--- config.mk ---
export PLATFORM = sky130hd
export DESIGN_NAME = vag_adpcm_stream_decoder
export DESIGN_NICKNAME = d
export VERILOG_FILES = /design/src/vag_pkg.sv /design/src/vag_front.sv /design/src/vag_queue.sv /design/src/vag_back.sv /design/src/vag_adpcm_stream_decoder.sv
export SDC_FILE = /design/constraint.sdc
export NUM_CORES = 2
export LEC_CHECK = 0
export BUFFER_PORTS_ARGS = -buffer_cell sky130_fd_sc_hd__buf_2
export CAP_MARGIN = 10
export CORE_MARGIN = 2
export CORE_UTILIZATION = 70
export CTS_CLUSTER_DIAMETER = 30
export CTS_CLUSTER_SIZE = 30
export DETAILED_ROUTE_END_ITERATION = 6
export PLACE_DENSITY = 0.88
export SKIP_CTS_REPAIR_TIMING = 1
export SLEW_MARGIN = 10
export SYNTH_ARGS = -nofsm -noshare
export SYNTH_HDL_FRONTEND = slang
export SYNTH_HIERARCHICAL = 1
export SYNTH_SLANG_ARGS = --single-unit
export TNS_END_PERCENT = 30
--- constraint.sdc ---
create_clock -name clk -period 34.7 [get_ports clk]
set_input_delay 1.735 -clock clk [delete_from_list [all_inputs] [get_ports clk]]
set_output_delay 1.735 -clock clk [all_outputs]
set_load 0.1 [all_outputs]
--- src/vag_pkg.sv ---
package vag_pkg;

    // default configuration
    localparam int COUNT_BITS_DEF  = 21;
    localparam int BLOCK_BYTES_DEF = 16;

    // field widths
    localparam int BYTE_W      = 8;
    localparam int SAMPLE_W    = 16;
    localparam int OUT_CNT_W   = 21;
    localparam int LEN_W       = 22;
    localparam int STATE_W     = 40;
    localparam int COEF_W      = 8;
    localparam int OUT_TDATA_W = 88;

    // block layout
    localparam int POS_SHIFT_FILTER = 0;
    localparam int POS_FLAGS        = 1;

    // flag byte bits
    localparam int FLAG_LOOP_END   = 0;
    localparam int FLAG_REPEAT     = 1;
    localparam int FLAG_LOOP_START = 2;

    localparam int LOOP_OFFSET = 26;

    // predictor fixed point
    localparam int PRED_FRAC   = 6;
    localparam int OUT_FRAC    = 10;
    localparam int NIBBLE_BASE = 22;

    // command queue depth
    localparam int Q_DEPTH = 2;

    // filter indices
    localparam logic [3:0] FILT_1 = 4'd1;
    localparam logic [3:0] FILT_2 = 4'd2;
    localparam logic [3:0] FILT_3 = 4'd3;
    localparam logic [3:0] FILT_4 = 4'd4;

    typedef struct packed {
        logic [BYTE_W-1:0]    data_byte;
        logic [BYTE_W-1:0]    shift_filter;
        logic                 clear_pred;
        logic [OUT_CNT_W-1:0] count_lo;
        logic [OUT_CNT_W-1:0] count_hi;
        logic                 loop_found;
        logic [OUT_CNT_W-1:0] loop_start;
        logic [LEN_W-1:0]     loop_length;
        logic                 stopped;
    } cmd_t;

    typedef struct packed {
        logic [OUT_CNT_W-1:0] sample_count;
        logic                 loop_found;
        logic [OUT_CNT_W-1:0] loop_start;
        logic [LEN_W-1:0]     loop_length;
        logic                 stopped;
        logic                 last;
    } res_meta_t;

    // coefficients in 1/64 units, unknown filters act as filter 0
    function automatic logic signed [COEF_W-1:0] coef0(input logic [3:0] filt);
        logic signed [COEF_W-1:0] k;
        case (filt)
            FILT_1:  k = 8'sd60;
            FILT_2:  k = 8'sd115;
            FILT_3:  k = 8'sd98;
            FILT_4:  k = 8'sd122;
            default: k = 8'sd0;
        endcase
        return k;
    endfunction

    function automatic logic signed [COEF_W-1:0] coef1(input logic [3:0] filt);
        logic signed [COEF_W-1:0] k;
        case (filt)
            FILT_2:  k = -8'sd52;
            FILT_3:  k = -8'sd55;
            FILT_4:  k = -8'sd60;
            default: k = 8'sd0;
        endcase
        return k;
    endfunction

endpackage

--- src/vag_front.sv ---
module vag_front #(
    parameter int COUNT_BITS  = vag_pkg::COUNT_BITS_DEF,
    parameter int BLOCK_BYTES = vag_pkg::BLOCK_BYTES_DEF
) (
    input  logic                       clk,
    input  logic                       rst_n,
    input  logic                       in_valid,
    input  logic                       in_ready,
    input  logic [vag_pkg::BYTE_W-1:0] data_byte,
    input  logic                       end_of_sound,
    input  logic                       stop_at_loop_end,
    output logic                       push,
    output vag_pkg::cmd_t              cmd
);
    import vag_pkg::*;

    localparam int POS_W = $clog2(BLOCK_BYTES);
    localparam logic [COUNT_BITS-1:0] CNT_MAX = {COUNT_BITS{1'b1}};

    logic [POS_W-1:0]        pos_reg, pos_next;
    logic [BYTE_W-1:0]       sf_reg, sf_next;
    logic [BYTE_W-1:0]       flag_reg, flag_next;
    logic [COUNT_BITS-1:0]   done_reg, done_next;
    logic [COUNT_BITS-1:0]   lsm_reg, lsm_next;
    logic [COUNT_BITS-1:0]   target_reg, target_next;
    logic                    armed_reg, armed_next;
    logic                    found_reg, found_next;
    logic [COUNT_BITS-1:0]   start_reg, start_next;
    logic signed [COUNT_BITS:0] len_reg, len_next;
    logic                    halted_reg, halted_next;
    logic                    pend_reg, pend_next;

    logic                    accept;
    logic [COUNT_BITS:0]     sum_a, sum_b, sum_m;
    logic [COUNT_BITS-1:0]   cnt_a, cnt_b, mark;
    logic                    stop_hit;
    logic                    rep_hit;
    logic [COUNT_BITS-1:0]   lsm_eff, rep_start;
    logic signed [COUNT_BITS:0] rep_len;

    assign accept = in_valid && in_ready;

    // saturating counts for the two samples and the loop mark
    assign sum_a = {1'b0, done_reg} + (COUNT_BITS+1)'(1);
    assign cnt_a = sum_a[COUNT_BITS] ? CNT_MAX : sum_a[COUNT_BITS-1:0];
    assign sum_b = {1'b0, cnt_a} + (COUNT_BITS+1)'(1);
    assign cnt_b = sum_b[COUNT_BITS] ? CNT_MAX : sum_b[COUNT_BITS-1:0];
    assign sum_m = {1'b0, cnt_b} + (COUNT_BITS+1)'(LOOP_OFFSET);
    assign mark  = sum_m[COUNT_BITS] ? CNT_MAX : sum_m[COUNT_BITS-1:0];

    assign stop_hit = stop_at_loop_end && armed_reg && (cnt_b == target_reg);

    // loop report as it stands once this byte is handled, before any end of sound
    assign rep_hit   = !stop_hit && !armed_reg &&
                       flag_reg[FLAG_LOOP_END] && flag_reg[FLAG_REPEAT];
    assign lsm_eff   = flag_reg[FLAG_LOOP_START] ? mark : lsm_reg;
    assign rep_start = rep_hit ? lsm_eff : start_reg;
    assign rep_len   = rep_hit ? (signed'({1'b0, mark}) - signed'({1'b0, lsm_eff})) : len_reg;

    always_comb
    begin
        pos_next    = pos_reg;
        sf_next     = sf_reg;
        flag_next   = flag_reg;
        done_next   = done_reg;
        lsm_next    = lsm_reg;
        target_next = target_reg;
        armed_next  = armed_reg;
        found_next  = found_reg;
        start_next  = start_reg;
        len_next    = len_reg;
        halted_next = halted_reg;
        pend_next   = pend_reg;
        push        = 1'b0;
        if (accept)
        begin
            if (!halted_reg)
            begin
                pos_next = (pos_reg == POS_W'(BLOCK_BYTES-1)) ? '0 : pos_reg + POS_W'(1);
                if (pos_reg == POS_W'(POS_SHIFT_FILTER))
                begin
                    sf_next = data_byte;
                end
                else if (pos_reg == POS_W'(POS_FLAGS))
                begin
                    flag_next = data_byte;
                end
                else
                begin
                    push      = 1'b1;
                    done_next = cnt_b;
                    pend_next = 1'b0;
                    if (stop_hit)
                    begin
                        halted_next = 1'b1;
                    end
                    else if (!armed_reg)
                    begin
                        if (flag_reg[FLAG_LOOP_START])
                        begin
                            lsm_next = mark;
                        end
                        if (flag_reg[FLAG_LOOP_END])
                        begin
                            if (flag_reg[FLAG_REPEAT])
                            begin
                                found_next = 1'b1;
                                start_next = lsm_next;
                                len_next   = signed'({1'b0, mark}) - signed'({1'b0, lsm_next});
                            end
                            if (stop_at_loop_end)
                            begin
                                target_next = mark;
                                armed_next  = 1'b1;
                            end
                        end
                    end
                end
            end
            if (end_of_sound)
            begin
                pos_next    = '0;
                sf_next     = '0;
                flag_next   = '0;
                done_next   = '0;
                lsm_next    = '0;
                target_next = '0;
                armed_next  = 1'b0;
                found_next  = 1'b0;
                start_next  = '0;
                len_next    = '0;
                halted_next = 1'b0;
                pend_next   = 1'b1;
            end
        end
    end

    // request to the back end carries the loop state after the whole byte
    always_comb
    begin
        cmd.data_byte    = data_byte;
        cmd.shift_filter = sf_reg;
        cmd.clear_pred   = pend_reg;
        cmd.count_lo     = OUT_CNT_W'(cnt_a);
        cmd.count_hi     = OUT_CNT_W'(cnt_b);
        cmd.loop_found   = found_reg || rep_hit;
        cmd.loop_start   = OUT_CNT_W'(rep_start);
        cmd.loop_length  = LEN_W'(rep_len);
        cmd.stopped      = stop_hit;
    end

    always_ff @(posedge clk or negedge rst_n)
    begin
        if (!rst_n)
        begin
            pos_reg    <= '0;
            sf_reg     <= '0;
            flag_reg   <= '0;
            done_reg   <= '0;
            lsm_reg    <= '0;
            target_reg <= '0;
            armed_reg  <= 1'b0;
            found_reg  <= 1'b0;
            start_reg  <= '0;
            len_reg    <= '0;
            halted_reg <= 1'b0;
            pend_reg   <= 1'b0;
        end
        else
        begin
            pos_reg    <= pos_next;
            sf_reg     <= sf_next;
            flag_reg   <= flag_next;
            done_reg   <= done_next;
            lsm_reg    <= lsm_next;
            target_reg <= target_next;
            armed_reg  <= armed_next;
            found_reg  <= found_next;
            start_reg  <= start_next;
            len_reg    <= len_next;
            halted_reg <= halted_next;
            pend_reg   <= pend_next;
        end
    end

endmodule

--- src/vag_queue.sv ---
module vag_queue (
    input  logic          clk,
    input  logic          rst_n,
    input  logic          push,
    input  vag_pkg::cmd_t push_cmd,
    output logic          full,
    input  logic          pop,
    output logic          head_valid,
    output vag_pkg::cmd_t head_cmd
);
    import vag_pkg::*;

    localparam int PTR_W = (Q_DEPTH > 1) ? $clog2(Q_DEPTH) : 1;
    localparam int CNT_W = $clog2(Q_DEPTH + 1);

    cmd_t             mem [Q_DEPTH];
    logic [PTR_W-1:0] wr_ptr_reg, wr_ptr_next;
    logic [PTR_W-1:0] rd_ptr_reg, rd_ptr_next;
    logic [CNT_W-1:0] count_reg, count_next;
    logic             do_push, do_pop;

    assign full       = (count_reg == CNT_W'(Q_DEPTH));
    assign head_valid = (count_reg != '0);
    assign head_cmd   = mem[rd_ptr_reg];
    assign do_push    = push && !full;
    assign do_pop     = pop && head_valid;

    always_comb
    begin
        wr_ptr_next = wr_ptr_reg;
        rd_ptr_next = rd_ptr_reg;
        count_next  = count_reg;
        if (do_push)
        begin
            wr_ptr_next = (wr_ptr_reg == PTR_W'(Q_DEPTH-1)) ? '0 : wr_ptr_reg + PTR_W'(1);
        end
        if (do_pop)
        begin
            rd_ptr_next = (rd_ptr_reg == PTR_W'(Q_DEPTH-1)) ? '0 : rd_ptr_reg + PTR_W'(1);
        end
        if (do_push && !do_pop)
        begin
            count_next = count_reg + CNT_W'(1);
        end
        else if (do_pop && !do_push)
        begin
            count_next = count_reg - CNT_W'(1);
        end
    end

    always_ff @(posedge clk)
    begin
        if (do_push)
        begin
            mem[wr_ptr_reg] <= push_cmd;
        end
    end

    always_ff @(posedge clk or negedge rst_n)
    begin
        if (!rst_n)
        begin
            wr_ptr_reg <= '0;
            rd_ptr_reg <= '0;
            count_reg  <= '0;
        end
        else
        begin
            wr_ptr_reg <= wr_ptr_next;
            rd_ptr_reg <= rd_ptr_next;
            count_reg  <= count_next;
        end
    end

endmodule

--- src/vag_back.sv ---
module vag_back (
    input  logic                                clk,
    input  logic                                rst_n,
    input  logic                                head_valid,
    input  vag_pkg::cmd_t                       head_cmd,
    output logic                                pop,
    output logic                                res_valid,
    input  logic                                res_ready,
    output logic signed [vag_pkg::SAMPLE_W-1:0] res_sample,
    output vag_pkg::res_meta_t                  res_meta
);
    import vag_pkg::*;

    localparam int PROD_W = STATE_W + COEF_W;
    localparam int SUM_W  = PROD_W + 1;
    localparam int PRED_W = SUM_W - PRED_FRAC;
    localparam int ACC_W  = PRED_W + 2;
    localparam int RND_W  = STATE_W + 1;
    localparam int Q_W    = RND_W - OUT_FRAC;

    localparam logic signed [STATE_W-1:0] ST_MAX = {1'b0, {(STATE_W-1){1'b1}}};
    localparam logic signed [STATE_W-1:0] ST_MIN = {1'b1, {(STATE_W-1){1'b0}}};

    logic                        phase_reg, phase_next;
    logic signed [STATE_W-1:0]   prev_reg, prev_next;
    logic signed [STATE_W-1:0]   older_reg, older_next;
    logic                        sv_reg, sv_next;
    logic signed [STATE_W-1:0]   s_reg;
    res_meta_t                   smeta_reg;
    logic                        ov_reg, ov_next;
    logic signed [SAMPLE_W-1:0]  out_reg;
    res_meta_t                   ometa_reg;

    logic                        out_load, a_ready, issue;
    logic signed [STATE_W-1:0]   prev_eff, older_eff;
    logic [3:0]                  filt, shift, nib;
    logic signed [PROD_W-1:0]    p0, p1;
    logic signed [SUM_W-1:0]     psum, psum_r;
    logic signed [PRED_W-1:0]    pred;
    logic signed [ACC_W-1:0]     nterm, acc;
    logic signed [STATE_W-1:0]   s_new;
    logic [4:0]                  nib_shift;
    logic signed [RND_W-1:0]     y;
    logic signed [Q_W-1:0]       q;
    logic signed [SAMPLE_W-1:0]  q_sat;
    res_meta_t                   meta_new;

    assign out_load = sv_reg && (!ov_reg || res_ready);
    assign a_ready  = !sv_reg || out_load;
    assign issue    = head_valid && a_ready;
    assign pop      = issue && phase_reg;

    // predictor: one sample per cycle unless the output side stalls, low nibble first
    assign prev_eff  = (head_cmd.clear_pred && !phase_reg) ? '0 : prev_reg;
    assign older_eff = (head_cmd.clear_pred && !phase_reg) ? '0 : older_reg;
    assign filt      = head_cmd.shift_filter[7:4];
    assign shift     = head_cmd.shift_filter[3:0];
    assign nib       = phase_reg ? head_cmd.data_byte[7:4] : head_cmd.data_byte[3:0];

    assign p0   = prev_eff * coef0(filt);
    assign p1   = older_eff * coef1(filt);
    assign psum = SUM_W'(p0) + SUM_W'(p1);
    // round half away from zero on the dropped fraction
    assign psum_r = psum + (psum[SUM_W-1] ? SUM_W'(31) : SUM_W'(32));
    assign pred   = psum_r[SUM_W-1:PRED_FRAC];

    assign nib_shift = 5'(NIBBLE_BASE) - {1'b0, shift};
    assign nterm     = ACC_W'(signed'(nib)) <<< nib_shift;
    assign acc       = ACC_W'(pred) + nterm;

    always_comb
    begin
        if (acc[ACC_W-1:STATE_W-1] == '0 || acc[ACC_W-1:STATE_W-1] == '1)
        begin
            s_new = acc[STATE_W-1:0];
        end
        else
        begin
            s_new = acc[ACC_W-1] ? ST_MIN : ST_MAX;
        end
    end

    always_comb
    begin
        meta_new.sample_count = phase_reg ? head_cmd.count_hi : head_cmd.count_lo;
        meta_new.loop_found   = head_cmd.loop_found;
        meta_new.loop_start   = head_cmd.loop_start;
        meta_new.loop_length  = head_cmd.loop_length;
        meta_new.stopped      = phase_reg && head_cmd.stopped;
        meta_new.last         = phase_reg;
    end

    // output rounding and clipping to 16 bits
    assign y = RND_W'(s_reg) + (s_reg[STATE_W-1] ? RND_W'(511) : RND_W'(512));
    assign q = y[RND_W-1:OUT_FRAC];

    always_comb
    begin
        if (q[Q_W-1:SAMPLE_W-1] == '0 || q[Q_W-1:SAMPLE_W-1] == '1)
        begin
            q_sat = q[SAMPLE_W-1:0];
        end
        else
        begin
            q_sat = q[Q_W-1] ? {1'b1, {(SAMPLE_W-1){1'b0}}} : {1'b0, {(SAMPLE_W-1){1'b1}}};
        end
    end

    always_comb
    begin
        phase_next = phase_reg;
        prev_next  = prev_reg;
        older_next = older_reg;
        sv_next    = sv_reg;
        ov_next    = ov_reg;
        if (issue)
        begin
            phase_next = !phase_reg;
            prev_next  = s_new;
            older_next = prev_eff;
            sv_next    = 1'b1;
        end
        else if (out_load)
        begin
            sv_next = 1'b0;
        end
        if (out_load)
        begin
            ov_next = 1'b1;
        end
        else if (res_ready)
        begin
            ov_next = 1'b0;
        end
    end

    always_ff @(posedge clk)
    begin
        if (issue)
        begin
            s_reg     <= s_new;
            smeta_reg <= meta_new;
        end
        if (out_load)
        begin
            out_reg   <= q_sat;
            ometa_reg <= smeta_reg;
        end
    end

    always_ff @(posedge clk or negedge rst_n)
    begin
        if (!rst_n)
        begin
            phase_reg <= 1'b0;
            prev_reg  <= '0;
            older_reg <= '0;
            sv_reg    <= 1'b0;
            ov_reg    <= 1'b0;
        end
        else
        begin
            phase_reg <= phase_next;
            prev_reg  <= prev_next;
            older_reg <= older_next;
            sv_reg    <= sv_next;
            ov_reg    <= ov_next;
        end
    end

    assign res_valid  = ov_reg;
    assign res_sample = out_reg;
    assign res_meta   = ometa_reg;

endmodule

--- src/vag_adpcm_stream_decoder.sv ---
// path: a data byte goes through the request queue, the predictor sample register
//   and the output register, low-nibble sample first; header bytes give no result
// throughput: one byte a cycle in while the request queue is not full; the
//   predictor sets the overall rate, one sample a cycle unless the output stalls;
//   a two-entry request queue overlaps header bytes and output stalls with decoding
// reset: rst_n clears all control state, the predictor and stop_at_loop_end at once
module vag_adpcm_stream_decoder #(
    parameter int COUNT_BITS  = vag_pkg::COUNT_BITS_DEF,
    parameter int BLOCK_BYTES = vag_pkg::BLOCK_BYTES_DEF
) (
    input  logic                            clk,
    input  logic                            rst_n,
    // configuration: stop_at_loop_end
    input  logic                            cfg_we,
    input  logic                            cfg_wdata,
    // byte stream in
    input  logic                            s_tvalid,
    output logic                            s_tready,
    input  logic [vag_pkg::BYTE_W-1:0]      s_tdata,  // [7:0] data_byte
    input  logic                            s_tlast,  // end_of_sound
    // sample stream out
    output logic                            m_tvalid,
    input  logic                            m_tready,
    // [15:0] pcm_sample, [36:16] sample_count, [37] loop_found,
    // [58:38] loop_start, [80:59] loop_length, [81] stopped, [87:82] zero
    output logic [vag_pkg::OUT_TDATA_W-1:0] m_tdata,
    output logic                            m_tlast   // last
);
    import vag_pkg::*;

    // stop mode register; the user must write it only while the decoder is idle, the block does not enforce it
    logic stop_cfg_reg;

    always_ff @(posedge clk or negedge rst_n)
    begin
        if (!rst_n)
        begin
            stop_cfg_reg <= 1'b0;
        end
        else if (cfg_we)
        begin
            stop_cfg_reg <= cfg_wdata;
        end
    end

    // front end: block position, header capture, sample counting, loop and stop
    // bookkeeping; every data byte up to a stop at loop end becomes one request for the back end
    logic q_full, f_push;
    cmd_t f_cmd;

    assign s_tready = !q_full;

    vag_front #(
        .COUNT_BITS  (COUNT_BITS),
        .BLOCK_BYTES (BLOCK_BYTES)
    ) u_front (
        .clk              (clk),
        .rst_n            (rst_n),
        .in_valid         (s_tvalid),
        .in_ready         (s_tready),
        .data_byte        (s_tdata),
        .end_of_sound     (s_tlast),
        .stop_at_loop_end (stop_cfg_reg),
        .push             (f_push),
        .cmd              (f_cmd)
    );

    // short request queue so the front keeps taking bytes while the back works
    logic q_pop, q_valid;
    cmd_t q_cmd;

    vag_queue u_queue (
        .clk        (clk),
        .rst_n      (rst_n),
        .push       (f_push),
        .push_cmd   (f_cmd),
        .full       (q_full),
        .pop        (q_pop),
        .head_valid (q_valid),
        .head_cmd   (q_cmd)
    );

    // back end: two-tap predictor, one nibble a cycle unless the output stalls, then
    // rounding into the output register
    logic signed [SAMPLE_W-1:0] b_sample;
    res_meta_t                  b_meta;

    vag_back u_back (
        .clk        (clk),
        .rst_n      (rst_n),
        .head_valid (q_valid),
        .head_cmd   (q_cmd),
        .pop        (q_pop),
        .res_valid  (m_tvalid),
        .res_ready  (m_tready),
        .res_sample (b_sample),
        .res_meta   (b_meta)
    );

    // pack the result fields, first field lowest
    assign m_tdata = {6'b0,
                      b_meta.stopped,
                      b_meta.loop_length,
                      b_meta.loop_start,
                      b_meta.loop_found,
                      b_meta.sample_count,
                      b_sample};
    assign m_tlast = b_meta.last;

endmodule
==> qor.csv <==
stage;metric;value;unit
synth;Main synth FF type;edfxtp_1;
synth;count of flip-flops with a built-in enable after synthesis;398;
global_routing;initial antenna violation count;1;
detailed_routing;Via-to-Cell Ratio;6.387;
timing;total setup violations reported at the end of the flow;0;
floorplanning;Initial Util;70.59;%
clocking;Reg clk slew, reported paths;0.05;ns
clocking;number of clock sinks;611;
hold_path;path category of the worst min-delay check;reg -> reg;
setup_path;WS Path Type;reg -> reg;
timing;worst-case headroom to the max-slew limit;16.23;%
global_routing;maximum number of pins on one net before global-route repair;131;
timing;Fmax achieved;0.06142;GHz
setup_path;critical-path maximum fanout;71;
final_layout;Nets;5705;
setup_path;critical path buffer and inverter count;6;
clocking;CTS buffer count;114;
floorplanning;std cell rows;97;
setup_path;family of cells with the greatest summed delay on the critical path;simple AND/OR/NAND/NOR gates;
synth;cell types with the largest area share after synthesis;edfxtp_1, fa_1, dfrtp_1, ha_1, inv_1;
detailed_routing;count of vias placed by the detailed router;38300;
placed_design;number of buffer cells added on primary ports;99;
timing;Final Max Tran Viols;0;
synth;share of the synthesized area in the top cell type;24.18;%
outcome;result of the run;finished, final reports clean;
synth;mean post-synth cell area;10.02;µm²
synth;count of mapped cells out of synthesis;4935;
synth;cell type with the highest aggregate area in the netlist;edfxtp_1;
floorplanning;width of the chip;269.7;µm
detailed_routing;number of DRC markers after the initial detailed-route iteration;4529;
placed_design;routability congestion estimate from global placement;1.017;
floorplanning;Boundary Pins;106;
global_routing;overall global routing resource usage;38.26;%
global_routing;number of global-route vias before repair;39620;
detailed_routing;TritonRoute pass-1 iters;7;
detailed_routing;routed length per placed instance;22.90;µm
synth;Distinct cells, synth;119;
run;Max Cap Viol;0;
timing;final-report hold violation count;0;
synth;Yosys warning count;6;
clocking;H-tree depth reported by CTS;3;
detailed_routing;total routed wirelength;137300;µm
setup_path;Top cell by count, worst path;fa_1;
clocking;CTS Root Cell;clkbuf_16;
floorplanning;placeable core region;0.07003;mm²
final_layout;ratio of cells with drive above 1 in the final layout;11.04;%
setup_path;Slowest cell on crit path;dfrtp_4;
timing;portion of the clock cycle consumed by the worst path in the final layout;46.92;%
placed_design;worst slack, placed;18.16;ns
floorplanning;DIE HEIGHT;269.7;µm
setup_path;max incr delay on CP;1.01;ns
setup_path;Worst setup SP type;flop;
synth;total of flip-flops plus latches after synthesis;611;
global_routing;GR Overflow Total;0;
placed_design;dpl cells;5780;
timing;RSZ-0062 raised after global routing;false;
final_layout;Area Growth Syn to Fin;10.05;%
setup_path;R2R setup slack;18.42;ns
detailed_routing;count of nets left with antenna violations after detail routing;0;
floorplanning;floorplan die area;0.07276;mm²
setup_path;Worst Path Arrival;16.63;ns
final_layout;non-filler instance count after layout;5997;
synth;Post-synth ARST share;34.86;%
synth;sequential share of the synthesized area;34.96;%
clocking;clock tree from TritonCTS;yes;
timing;Fin Setup TNS;0;ns
timing;Fin Clk Skew;0.06716;ns
clocking;Max Root-Sink Buffers;3;
timing;worst path setup slack after routing;18.42;ns
final_layout;final core area utilization;77.68;%
synth;netlist area before placement;0.04943;mm²
timing;worst-margin pin slew;1.252;ns
timing;shortest period the worst path allows;16.28;ns
clocking;source-to-sink clock delay at the later pin of the worst-skew pair;0.69;ns
final_layout;number of flip-flops in the largest register;208;
global_routing;global-route wire length before repair;216900;µm
detailed_routing;Post-route DRC;0;
setup_path;endpoint kind of the worst setup timing path;flop;
setup_path;critical path required time;35.05;ns
placed_design;post-DP HPWL;97370;µm
==> stage by stage <==
step	area [µm²]	hold WS, ns
CTS	54360	0.4141
finish	54400	0.4129
floorplan	49450	0.4003
global route	54390	0.4198
global placement	50350	0.4021
detailed placement	50350	0.4045
==> cell usage after synthesis (7+ instances only) <==
cell type,instances
nand2_1,475
buf_2,31
dfrtp_1,213
and4_1,8
a211oi_1,20
or2_2,14
a21oi_1,293
a211o_1,8
o22ai_1,12
nor3_1,43
o21ai_0,325
edfxtp_1,398
o31ai_1,9
mux2_2,84
a41oi_1,7
a31oi_1,34
nor4_1,18
nand2b_1,31
ha_1,310
nor3b_1,10
nand4_1,46
nor2b_1,25
o21bai_1,21
o31a_1,8
o21ai_1,15
o211ai_1,18
o21a_1,20
nand3_1,126
buf_1,26
a22o_1,42
mux2i_1,25
a21o_1,69
buf_4,19
fa_1,423
nor2_1,411
xnor2_1,145
inv_1,648
and2_1,25
and3_1,27
clkbuf_1,149
xor2_1,82
mux2_4,51
or3_1,13
a22oi_1,8
==> worst register-to-register path: cells and delay by family, from the launching register on <==
| kind | cells | cell delay [ns] |
|---|---|---|
| xor gates and xnor gates | 1 | 0.18 |
| muxes | 3 | 0.82 |
| DFF | 1 | 1.01 |
| adders and majority gates | 8 | 3.83 |
| and+or+nand+nor | 11 | 4.26 |
| AOI/OAI and AO/OA | 12 | 4.12 |
| buffers and inverters | 6 | 1.75 |
==> layout by cell type, fill, tap and decap left out, drive strengths merged, types with 31 or more instances in the layout <==
master / synthesis / routed
edfxtp: 398 / 398
a21oi: 298 / 298
fa: 423 / 423
a22o: 42 / 42
buf: 86 / 136
nor2: 413 / 413
mux2: 136 / 136
a31oi: 34 / 34
nand3: 127 / 127
a21o: 69 / 69
nand2: 476 / 476
dfrtp: 213 / 213
o21ai: 343 / 343
nand2b: 31 / 31
nor3: 45 / 45
xnor2: 145 / 145
clkinv: 1 / 44
clkbuf: 149 / 130
nand4: 50 / 50
xor2: 82 / 82
inv: 650 / 671
ha: 310 / 310
==> routing by layer <==
| layer | wire [µm] | track usage (%) | vias up |
|---|---|---|---|
| met2 | 66860 | 63.75 | 2246 |
| met5 | 0 | 0 | - |
| li1 | - | - | 16790 |
| met3 | 12000 | 6.759 | 500 |
| met4 | 8082 | 20.60 | 0 |
| met1 | 50390 | 47.91 | 18760 |
==> logic make-up (layout without fill, tap and decap cells) <==
| kind of cell | count (synthesis) | in the layout | synth area share [%] |
|---|---|---|---|
| buffers and inverters | 886 | 1002 | 7.199 |
| DFF | 611 | 611 | 34.96 |
| other | 2 | 8 | 0.01519 |
| and+or+nand+nor | 1323 | 1323 | 12.33 |
| AOI/OAI and AO/OA | 989 | 989 | 12.39 |
| xor gates and xnor gates | 227 | 227 | 4.022 |
| muxes | 163 | 163 | 4.083 |
| adders and majority gates | 734 | 734 | 25.00 |
==> final timing paths <==
check | startpoint | cells past startpoint | endpoint
max reg2reg | u_queue/rd_ptr_reg | 41 | u_back/s_reg[21]
max | u_queue/rd_ptr_reg | 41 | u_back/s_reg[21]
min in group asynchronous | rst_n | 1 | u_back/older_reg[5]
max in group asynchronous | rst_n | 2 | u_queue/rd_ptr_reg
min reg2reg | u_back/smeta_reg[63] | 0 | u_back/res_meta[63]
min | u_back/smeta_reg[63] | 0 | u_back/res_meta[63]
==> area by class of cell <==
| type | instances | area [µm²] |
|---|---|---|
| tap | 940 | 1176 |
| clock buffer | 130 | 2974 |
| fill | 4367 | 15630 |
| sequential | 611 | 17290 |
| antenna | 1 | 2.502 |
| timing repair buffer | 136 | 815.8 |
| inverter | 651 | 2450 |
| clock inverter | 85 | 1032 |
| multi-input combinational | 3443 | 28660 |
Power is left out: the tool's default activity adds up to more than one toggle a clock period on the data nets, which glitch-free logic cannot reach.
